**src/design/rxnfa_pkg.sv**
```systemverilog
package rxnfa_pkg;

  localparam int MAX_STATES  = 255;
  localparam int STACK_DEPTH = 64;
  localparam int ID_LIMIT    = (MAX_STATES < 255) ? MAX_STATES : 255;
  localparam int CNT_W       = $clog2(STACK_DEPTH + 1);
  localparam int ADDR_W      = $clog2(STACK_DEPTH);
  localparam int NID_W       = $clog2(ID_LIMIT + 2);
  localparam int MAX_RECS    = 5;
  localparam int RCNT_W      = $clog2(MAX_RECS + 1);

  localparam logic [7:0] SYM_CAT   = 8'h2E;
  localparam logic [7:0] SYM_ALT   = 8'h7C;
  localparam logic [7:0] SYM_STAR  = 8'h2A;
  localparam logic [7:0] SYM_OPT   = 8'h3F;
  localparam logic [7:0] SYM_PLUS  = 8'h2B;
  localparam logic [7:0] EPS_LABEL = 8'h24;
  localparam logic [7:0] NO_LABEL  = 8'h00;
  localparam logic [7:0] NO_ID     = 8'h00;

  localparam logic [1:0] ERR_NONE  = 2'd0;
  localparam logic [1:0] ERR_UNDER = 2'd1;
  localparam logic [1:0] ERR_OVER  = 2'd2;
  localparam logic [1:0] ERR_IDS   = 2'd3;

  typedef struct packed {
    logic [7:0] start;
    logic [7:0] acc;
  } frag_t;

  typedef struct packed {
    logic [7:0] state_id;
    logic [7:0] transition;
    logic [7:0] next_first;
    logic [7:0] next_second;
    logic       accepting;
    logic       final_result;
    logic [1:0] error_code;
  } rec_t;

  typedef struct packed {
    frag_t             top0;
    frag_t             top1;
    logic [CNT_W-1:0]  count;
    logic [NID_W-1:0]  next_id;
  } stk_t;

  typedef struct packed {
    rec_t [MAX_RECS-1:0] recs;
    logic [RCNT_W-1:0]   nrec;
    stk_t                st;
    logic                wr_en;
    logic [ADDR_W-1:0]   wr_addr;
    frag_t               wr_data;
  } step_t;

  function automatic rec_t mk_rec(logic [7:0] id, logic [7:0] tr, logic [7:0] n1,
                                  logic [7:0] n2, logic acc, logic fin,
                                  logic [1:0] err);
    rec_t r;
    r.state_id     = id;
    r.transition   = tr;
    r.next_first   = n1;
    r.next_second  = n2;
    r.accepting    = acc;
    r.final_result = fin;
    r.error_code   = err;
    return r;
  endfunction

endpackage

```
**src/design/rxnfa_sym_if.sv**
```systemverilog
interface rxnfa_sym_if;
  logic       valid;
  logic       ready;
  logic [7:0] symbol;
  logic       last_symbol;

  modport source (output valid, symbol, last_symbol, input ready);
  modport sink (input valid, symbol, last_symbol, output ready);
endinterface

```
**src/design/rxnfa_rec_if.sv**
```systemverilog
interface rxnfa_rec_if;
  logic       valid;
  logic       ready;
  logic [7:0] state_id;
  logic [7:0] transition;
  logic [7:0] next_first;
  logic [7:0] next_second;
  logic       accepting;
  logic       final_result;
  logic [1:0] error_code;
  logic       run_end;

  modport source (output valid, state_id, transition, next_first, next_second,
                  accepting, final_result, error_code, run_end, input ready);
  modport sink (input valid, state_id, transition, next_first, next_second,
                accepting, final_result, error_code, run_end, output ready);
endinterface

```
**src/design/rxnfa_step.sv**
```systemverilog
module rxnfa_step (
  input  logic [7:0]         symbol,
  input  logic               last_symbol,
  input  rxnfa_pkg::stk_t    st,
  input  rxnfa_pkg::frag_t   below,
  output rxnfa_pkg::step_t   res
);
  import rxnfa_pkg::*;

  localparam logic [2:0] OP_LIT  = 3'd0;
  localparam logic [2:0] OP_CAT  = 3'd1;
  localparam logic [2:0] OP_ALT  = 3'd2;
  localparam logic [2:0] OP_STAR = 3'd3;
  localparam logic [2:0] OP_OPT  = 3'd4;
  localparam logic [2:0] OP_PLUS = 3'd5;

  logic [2:0]       op;
  logic [1:0]       pops;
  logic [1:0]       ids;
  logic [1:0]       err;
  logic [NID_W:0]   id_sum;
  logic [7:0]       ns;
  logic [7:0]       na;

  always_comb begin
    unique case (symbol)
      SYM_CAT:  op = OP_CAT;
      SYM_ALT:  op = OP_ALT;
      SYM_STAR: op = OP_STAR;
      SYM_OPT:  op = OP_OPT;
      SYM_PLUS: op = OP_PLUS;
      default:  op = OP_LIT;
    endcase
  end

  always_comb begin
    unique case (op)
      OP_CAT:  begin pops = 2'd2; ids = 2'd0; end
      OP_ALT:  begin pops = 2'd2; ids = 2'd2; end
      OP_STAR: begin pops = 2'd1; ids = 2'd2; end
      OP_OPT:  begin pops = 2'd1; ids = 2'd2; end
      OP_PLUS: begin pops = 2'd1; ids = 2'd1; end
      default: begin pops = 2'd0; ids = 2'd2; end
    endcase
  end

  assign id_sum = {1'b0, st.next_id} + (NID_W+1)'(ids);
  assign ns     = 8'(st.next_id);
  assign na     = ns + 8'd1;

  always_comb begin
    priority if (st.count < CNT_W'(pops)) begin
      err = ERR_UNDER;
    end else if (pops == 2'd0 && st.count >= CNT_W'(STACK_DEPTH)) begin
      err = ERR_OVER;
    end else if (id_sum > (NID_W+1)'(ID_LIMIT + 1)) begin
      err = ERR_IDS;
    end else begin
      err = ERR_NONE;
    end
  end

  always_comb begin
    res         = '0;
    res.st      = st;
    res.nrec    = RCNT_W'(1);
    res.wr_en   = 1'b0;
    res.wr_addr = ADDR_W'(st.count - CNT_W'(2));
    res.wr_data = st.top1;
    if (err != ERR_NONE) begin
      res.recs[0] = mk_rec(NO_ID, NO_LABEL, NO_ID, NO_ID, 1'b0, 1'b0, err);
      if (last_symbol) begin
        res.st.count   = '0;
        res.st.next_id = NID_W'(1);
      end
    end else begin
      res.st.next_id = id_sum[NID_W-1:0];
      unique case (op)
        OP_CAT: begin
          res.recs[0]     = mk_rec(st.top1.acc, EPS_LABEL, st.top0.start, NO_ID,
                                   1'b0, 1'b0, ERR_NONE);
          res.st.top0     = '{start: st.top1.start, acc: st.top0.acc};
          res.st.top1     = below;
          res.st.count    = st.count - CNT_W'(1);
        end
        OP_ALT: begin
          res.recs[0]     = mk_rec(ns, EPS_LABEL, st.top1.start, st.top0.start,
                                   1'b0, 1'b0, ERR_NONE);
          res.recs[1]     = mk_rec(na, NO_LABEL, NO_ID, NO_ID, 1'b1, 1'b0, ERR_NONE);
          res.recs[2]     = mk_rec(st.top1.acc, EPS_LABEL, na, NO_ID, 1'b0, 1'b0, ERR_NONE);
          res.recs[3]     = mk_rec(st.top0.acc, EPS_LABEL, na, NO_ID, 1'b0, 1'b0, ERR_NONE);
          res.nrec        = RCNT_W'(4);
          res.st.top0     = '{start: ns, acc: na};
          res.st.top1     = below;
          res.st.count    = st.count - CNT_W'(1);
        end
        OP_STAR, OP_OPT: begin
          res.recs[0]     = mk_rec(ns, EPS_LABEL, st.top0.start, na, 1'b0, 1'b0, ERR_NONE);
          res.recs[1]     = mk_rec(na, NO_LABEL, NO_ID, NO_ID, 1'b1, 1'b0, ERR_NONE);
          res.recs[2]     = mk_rec(st.top0.acc, EPS_LABEL, na,
                                   (op == OP_STAR) ? st.top0.start : NO_ID,
                                   1'b0, 1'b0, ERR_NONE);
          res.nrec        = RCNT_W'(3);
          res.st.top0     = '{start: ns, acc: na};
        end
        OP_PLUS: begin
          res.recs[0]     = mk_rec(ns, NO_LABEL, NO_ID, NO_ID, 1'b1, 1'b0, ERR_NONE);
          res.recs[1]     = mk_rec(st.top0.acc, EPS_LABEL, ns, st.top0.start,
                                   1'b0, 1'b0, ERR_NONE);
          res.nrec        = RCNT_W'(2);
          res.st.top0     = '{start: st.top0.start, acc: ns};
        end
        default: begin
          res.recs[0]     = mk_rec(ns, symbol, na, NO_ID, 1'b0, 1'b0, ERR_NONE);
          res.recs[1]     = mk_rec(na, NO_LABEL, NO_ID, NO_ID, 1'b1, 1'b0, ERR_NONE);
          res.nrec        = RCNT_W'(2);
          res.st.top0     = '{start: ns, acc: na};
          res.st.top1     = st.top0;
          res.st.count    = st.count + CNT_W'(1);
          res.wr_en       = (st.count >= CNT_W'(2));
        end
      endcase
      if (last_symbol) begin
        for (int i = 0; i < MAX_RECS; i++) begin
          if (RCNT_W'(i) == res.nrec) begin
            res.recs[i] = mk_rec(res.st.top0.start, NO_LABEL, NO_ID, NO_ID,
                                 1'b0, 1'b1, ERR_NONE);
          end
        end
        res.nrec       = res.nrec + RCNT_W'(1);
        res.st.count   = '0;
        res.st.next_id = NID_W'(1);
      end
    end
  end

endmodule

```
**src/design/rxnfa_outbuf.sv**
```systemverilog
module rxnfa_outbuf (
  input  logic                                        clk,
  input  logic                                        rst,
  input  logic                                        load,
  input  rxnfa_pkg::rec_t [rxnfa_pkg::MAX_RECS-1:0]   recs,
  input  logic [rxnfa_pkg::RCNT_W-1:0]                nrec,
  output logic                                        free,
  rxnfa_rec_if.source                                 rec
);
  import rxnfa_pkg::*;

  logic                 busy;
  logic [RCNT_W-1:0]    idx;
  logic [RCNT_W-1:0]    cnt;
  rec_t [MAX_RECS-1:0]  slots;
  logic                 at_end;
  rec_t                 cur;

  assign at_end = (idx == cnt - RCNT_W'(1));
  assign free   = !busy || (rec.ready && at_end);
  assign cur    = slots[idx];

  always_ff @(posedge clk) begin
    if (rst) begin
      busy <= 1'b0;
      idx  <= '0;
    end else if (load) begin
      busy <= 1'b1;
      idx  <= '0;
    end else if (busy && rec.ready) begin
      if (at_end) begin
        busy <= 1'b0;
      end else begin
        idx <= idx + RCNT_W'(1);
      end
    end
  end

  always_ff @(posedge clk) begin
    if (load) begin
      slots <= recs;
      cnt   <= nrec;
    end
  end

  assign rec.valid        = busy;
  assign rec.state_id     = cur.state_id;
  assign rec.transition   = cur.transition;
  assign rec.next_first   = cur.next_first;
  assign rec.next_second  = cur.next_second;
  assign rec.accepting    = cur.accepting;
  assign rec.final_result = cur.final_result;
  assign rec.error_code   = cur.error_code;
  assign rec.run_end      = at_end;

endmodule

```
**src/design/postfix_regex_to_nfa_builder_top.sv**
```systemverilog
// channel | dir | payload                                        | handshake
// sym     | in  | symbol[7:0], last_symbol                        | valid/ready
// rec     | out | state_id, transition, next_first, next_second,   | valid/ready
//         |     | accepting, final_result, error_code, run_end     |
//
// One symbol yields 1 to 5 records (literal 2, '.' 1, '|' 4, '*'/'?' 3,
// '+' 2, +1 on the last symbol, error 1), which hold the record buffer until
// they leave one by one through the single record output port.
// A symbol waits in the input register while the buffer drains; the next one
// is taken in the cycle the last record of the previous one leaves.
// Reset (rst, synchronous) empties the stack and restarts ids at 1; the
// fragment memory is not cleared.
module postfix_regex_to_nfa_builder_top (
  input logic         clk,
  input logic         rst,
  rxnfa_sym_if.sink   sym,
  rxnfa_rec_if.source rec
);
  import rxnfa_pkg::*;

  logic               in_valid;
  logic [7:0]         in_symbol;
  logic               in_last;
  logic               free;
  logic               load;
  stk_t               st;
  stk_t               st_next;
  frag_t              below;
  step_t              res;
  logic [ADDR_W-1:0]  rd_addr;
  frag_t              mem [STACK_DEPTH];

  assign sym.ready = !in_valid || free;
  assign load      = in_valid && free;

  always_ff @(posedge clk) begin
    if (rst) begin
      in_valid <= 1'b0;
    end else if (sym.valid && sym.ready) begin
      in_valid <= 1'b1;
    end else if (load) begin
      in_valid <= 1'b0;
    end
  end

  always_ff @(posedge clk) begin
    if (sym.valid && sym.ready) begin
      in_symbol <= sym.symbol;
      in_last   <= sym.last_symbol;
    end
  end

  rxnfa_step u_step (
    .symbol      (in_symbol),
    .last_symbol (in_last),
    .st          (st),
    .below       (below),
    .res         (res)
  );

  assign st_next = load ? res.st : st;
  assign rd_addr = ADDR_W'(st_next.count - CNT_W'(3));

  always_ff @(posedge clk) begin
    if (rst) begin
      st.count   <= '0;
      st.next_id <= NID_W'(1);
    end else if (load) begin
      st <= res.st;
    end
  end

  // third fragment from the top, kept ready for the next pop
  always_ff @(posedge clk) begin
    if (load && res.wr_en) begin
      mem[res.wr_addr] <= res.wr_data;
    end
    if (load && res.wr_en && res.wr_addr == rd_addr) begin
      below <= res.wr_data;
    end else begin
      below <= mem[rd_addr];
    end
  end

  rxnfa_outbuf u_outbuf (
    .clk  (clk),
    .rst  (rst),
    .load (load),
    .recs (res.recs),
    .nrec (res.nrec),
    .free (free),
    .rec  (rec)
  );

  a_count_range: assert property (@(posedge clk) disable iff (rst)
    st.count <= CNT_W'(STACK_DEPTH))
    else $error("fragment count out of range");

  a_id_range: assert property (@(posedge clk) disable iff (rst)
    st.next_id != '0 && st.next_id <= NID_W'(ID_LIMIT + 1))
    else $error("state id counter out of range");

  a_last_resets: assert property (@(posedge clk) disable iff (rst)
    load && in_last |=> st.count == '0 && st.next_id == NID_W'(1))
    else $error("state not reset after last symbol");

  a_load_fills: assert property (@(posedge clk) disable iff (rst)
    load |=> rec.valid)
    else $error("loaded transaction produced no record");

endmodule
```
**src/flat_wrapper.sv**
```systemverilog
// flat-port wrapper written by rule: the top's interface ports become plain ports
module postfix_regex_to_nfa_builder_top_flat import rxnfa_pkg::*;
  (clk, rst, sym_valid, sym_symbol, sym_last_symbol, sym_ready, rec_valid, rec_state_id, rec_transition, rec_next_first, rec_next_second, rec_accepting, rec_final_result, rec_error_code, rec_run_end, rec_ready);
  rxnfa_sym_if sym_i ();
  rxnfa_rec_if rec_i ();
  input logic clk;
  input logic rst;
  input wire logic [$bits(sym_i.valid)-1:0] sym_valid;
  input wire logic [$bits(sym_i.symbol)-1:0] sym_symbol;
  input wire logic [$bits(sym_i.last_symbol)-1:0] sym_last_symbol;
  output wire logic [$bits(sym_i.ready)-1:0] sym_ready;
  output wire logic [$bits(rec_i.valid)-1:0] rec_valid;
  output wire logic [$bits(rec_i.state_id)-1:0] rec_state_id;
  output wire logic [$bits(rec_i.transition)-1:0] rec_transition;
  output wire logic [$bits(rec_i.next_first)-1:0] rec_next_first;
  output wire logic [$bits(rec_i.next_second)-1:0] rec_next_second;
  output wire logic [$bits(rec_i.accepting)-1:0] rec_accepting;
  output wire logic [$bits(rec_i.final_result)-1:0] rec_final_result;
  output wire logic [$bits(rec_i.error_code)-1:0] rec_error_code;
  output wire logic [$bits(rec_i.run_end)-1:0] rec_run_end;
  input wire logic [$bits(rec_i.ready)-1:0] rec_ready;
  assign sym_i.valid = sym_valid;
  assign sym_i.symbol = sym_symbol;
  assign sym_i.last_symbol = sym_last_symbol;
  assign sym_ready = sym_i.ready;
  assign rec_valid = rec_i.valid;
  assign rec_state_id = rec_i.state_id;
  assign rec_transition = rec_i.transition;
  assign rec_next_first = rec_i.next_first;
  assign rec_next_second = rec_i.next_second;
  assign rec_accepting = rec_i.accepting;
  assign rec_final_result = rec_i.final_result;
  assign rec_error_code = rec_i.error_code;
  assign rec_run_end = rec_i.run_end;
  assign rec_i.ready = rec_ready;
  postfix_regex_to_nfa_builder_top u_core (.clk(clk), .rst(rst), .sym(sym_i), .rec(rec_i));
endmodule
```
**config.mk**
```make
export PLATFORM = sky130hd
export DESIGN_NAME = postfix_regex_to_nfa_builder_top_flat
export DESIGN_NICKNAME = d
export VERILOG_FILES = /design/src/design/rxnfa_pkg.sv /design/src/design/rxnfa_sym_if.sv /design/src/design/rxnfa_rec_if.sv /design/src/design/rxnfa_step.sv /design/src/design/rxnfa_outbuf.sv /design/src/design/postfix_regex_to_nfa_builder_top.sv /design/src/flat_wrapper.sv
export SDC_FILE = /design/constraint.sdc
export NUM_CORES = 1
export LEC_CHECK = 0
export BUFFER_PORTS_ARGS = -buffer_cell sky130_fd_sc_hd__buf_4
export CORE_ASPECT_RATIO = 0.75
export CORE_UTILIZATION = 30
export DETAILED_ROUTE_END_ITERATION = 10
export SYNTH_ARGS = -nofsm -noshare
export SYNTH_HDL_FRONTEND = slang
export SYNTH_SLANG_ARGS = --single-unit
```
**constraint.sdc**
```tcl
create_clock -name clk -period 11.08 [get_ports clk]
set_input_delay 1.108 -clock clk [delete_from_list [all_inputs] [get_ports clk]]
set_output_delay 1.108 -clock clk [all_outputs]
set_load 0.01 [all_outputs]
```
==> impl_results.md <==
* Hold Crit Endpoint: u_core.u_outbuf.rec.valid
* Critical-path top delay cell: nor2_2
* Maxcap violations at 0
* Final Max Tran Viols at 0
* Post-route DRC at 0
* Initial DRC count at roughly 3700
* CTS clk-pin slew, worst paths at roughly 0.06 ns
* Yosys reg bits at between 1000 and 1500
* Leakage power at 17.3 nW
* # clock sinks at ~1200
* GRT overflow at 0
* Layout overhead on the synthesized area at 14.4%
* Top-Level Pins at 52
* Count leader, synth: edfxtp_1
* Syn avg cell area at 20.3 µm²
* Post-route ant nets at 0
* Post-CTS setup repair buffer count at 0
* CTS buffer count at 111
* Overall Global Routing Usage at 0.150
* Max_slew headroom at 0.120
* Final setup TNS at 0 ns
* CTS root buf: clkbuf_16
* H-tree depth at 3
* Worst Min Path Start: u_core.in_valid
* Port Buffers at 51
* Synth Flop Type: edfxtp_1
* First-pass detailed-route iteration total at 9
* Area contributors post-synth: edfxtp_1 (73%), mux4_2 (16%), nor2_1 (1.2%), dfxtp_1 (1.1%), a21oi_1 (0.70%)
* Final hold viol count at 0
* Clk Latency, worst-skew pair at between 0.7 and 0.8 ns
* Vias in the first global route at between 20000 and 25000
* Fin crit share at 0.618
* Nature of the critical path endpoint: flop
* Initial antenna violation count at 9
* Largest net degree at the start of global routing at approximately 140
* Worst hold stages at 2
* Drt via density at slightly above 5
* GP Congestion at 0.838
* Min Tclk post-route at just under 7 ns
* TritonCTS clock tree: done
* CP Cell Sequence: nand3b_4 > or3_1 > nor4b_2 > buf_4 > or2_1 > inv_1 > fa_1 > nor4bb_1 > a22oi_1 > nor2_1 > o31a_1 > nand4b_1 > buf_4 > nor3_1 > nand3_1 > nor2_2
* RR Startpoint: u_core.in_symbol[7]
* CP dominant cell by count: buf_4
* Die width at 467 µm
* DIE AREA at approximately 160000 µm²
* Largest area contributor in the netlist: edfxtp_1
* Crit Path Category: reg2reg
* Commonest cells post-synth: edfxtp_1 (1183), mux4_2 (347), nor2_1 (159)
* Post-synth EDFFs at between 1000 and 1500
* Synth top area share at 0.731
* Initial Util at 0.303
* Crit-path leading delay family: simple AND/OR/NAND/NOR gates
* Worst Path Buf+Inv at 3
* Clock Path Buffers at 3
* CP Max Fanout at 56
* Warnings, synthesis at 0
* # setup viols final at 0
* Synth async-reset ratio at 0
* Power per Cell Area at approximately 170 nW/µm²
* Syn Inst Count at 2398
* # rows at about 130
* R2r setup slk at between 4 and 5 ns
* Register area share after synthesis at 0.742
* R2R depth at 16
* Fmax at 0.146 GHz
* Outcome: finished clean
* Synth Cell Area at approximately 49000 µm²
* Tot Pwr at approximately 9.6 mW
* Via count at around 25000
* Arr. time, crit path at around 7.2 ns
* Routed WL per cell at 26.1 µm
* Cts hold-fix bufs at 0
* Reg2reg end: u_core.mem[7][9]
* First-pass GRT wire length at around 180000 µm
* Worst-margin pin slew at roughly 1.3 ns
* Layout cells sized above 1 at 0.266
* Max VDD drop at about 0.13 mV
* Post-CTS sizing at 0
* Setup crit start kind: flop
* Synth unique cells at 70
* Max incr delay on CP at between 1 and 1.5 ns
* Post-Route WL at 124000 µm
* Hold Path Class: reg2reg
* NumNets Final at around 2500
* WP data required at 11.42 ns
* Core Region at 160000 µm²
* Max Clock Skew at 0.0436 ns
* Placed wire-length estimate at between 70000 and 80000 µm
* Chip height at approximately 350 µm
* Unrepaired setup endpoints after global routing: false
## metal layers
metal  track usage  part of all wire  vias up
li1              -                 -    10100
met1         0.227              0.45    13000
met2         0.215              0.44     1219
met3        0.0411              0.10      154
met4        0.0286             0.017        2
met5             0           0.00010        -
## worst max path at each step
stage                                    from                 end  depth (start not counted)
after global placement    u_core.in_symbol[7]   u_core.mem[61][7]                         15
after detailed placement  u_core.in_symbol[7]  u_core.mem[12][10]                         15
after global routing      u_core.in_symbol[7]   u_core.mem[60][1]                         15
after floorplan           u_core.in_symbol[7]   u_core.mem[18][0]                         15
final                     u_core.in_symbol[7]    u_core.mem[7][9]                         16
after CTS                 u_core.in_symbol[7]  u_core.mem[60][13]                         15
## registers in the layout, indices dropped and copies added, names as in the netlist, named ones only
| name | flops |
|---|---|
| u_core.in_last | 1 |
| u_core.in_symbol | 8 |
| u_core.in_valid | 1 |
| u_core.mem | 1024 |
| u_core.st | 48 |
| u_core.u_outbuf.cnt | 3 |
| u_core.u_outbuf.idx | 3 |
| u_core.u_outbuf.rec.valid | 1 |
| u_core.u_outbuf.slots | 115 |
## worst register-to-register path: cells and delay by family, from the launching register on
family	cells	cell delay (ns)
buffers and inverters	3	1.00
AO/OA/AOI/OAI	2	0.47
adder cells (fa/ha/maj)	1	0.56
flip-flops	1	0.38
AND/OR/NAND/NOR	10	4.04
## cells in the final DEF (no fill, tap or decap), types with 30 or more instances in the layout
master     instances
nor2_1           120
conb_1            33
nand2_1           67
mux4_2           347
a21oi_1           68
clkbuf_16        112
clkinv_1          32
edfxtp_1        1183
nor2_2            39
buf_4            118
mux2i_1           30
## kinds of logic after synthesis
group,count (synthesis),share of synthesized area
simple gates,400,0.0399
xor+xnor,22,0.00425
compound gates,195,0.0271
mux,380,0.168
buf+inv,174,0.0145
other cells,1,0.0000772
fa+ha+maj,16,0.00443
flops,1210,0.742
## power by group
group	leakage, nW	internal (mW)	switching (mW)	total [mW]
registers	10.9	5.03	0.0411	5.07
clock network	1.78	2.21	1.70	3.91
logic	4.60	0.269	0.356	0.625
## layout make-up
type	count	area, µm²
fill	14700	105000
sequential	1210	36100
multi-input combinational	1046	12100
clock buffer	138	2900
tap	2128	2660
timing repair buffer	119	906
clock inverter	69	758
inverter	30	115
antenna	2	5.00
## through the flow
step | setup slack [ns] | instances | hold WS (ns) | area (µm²) | utilization
4_1_cts | 4.18 | 4740 | 0.514 | 55600 | 0.347
3_5_place_dp | 4.22 | 4533 | 0.519 | 51900 | 0.324
3_3_place_gp | 4.44 | 4533 | 0.508 | 51900 | 0.324
2_1_floorplan | 5.05 | 2430 | 0.492 | 48700 | -
5_1_grt | 3.73 | 4740 | 0.529 | 55600 | 0.347
6_report | 4.24 | 4742 | 0.530 | 55600 | 0.347
(Power assumes the default switching activity.)
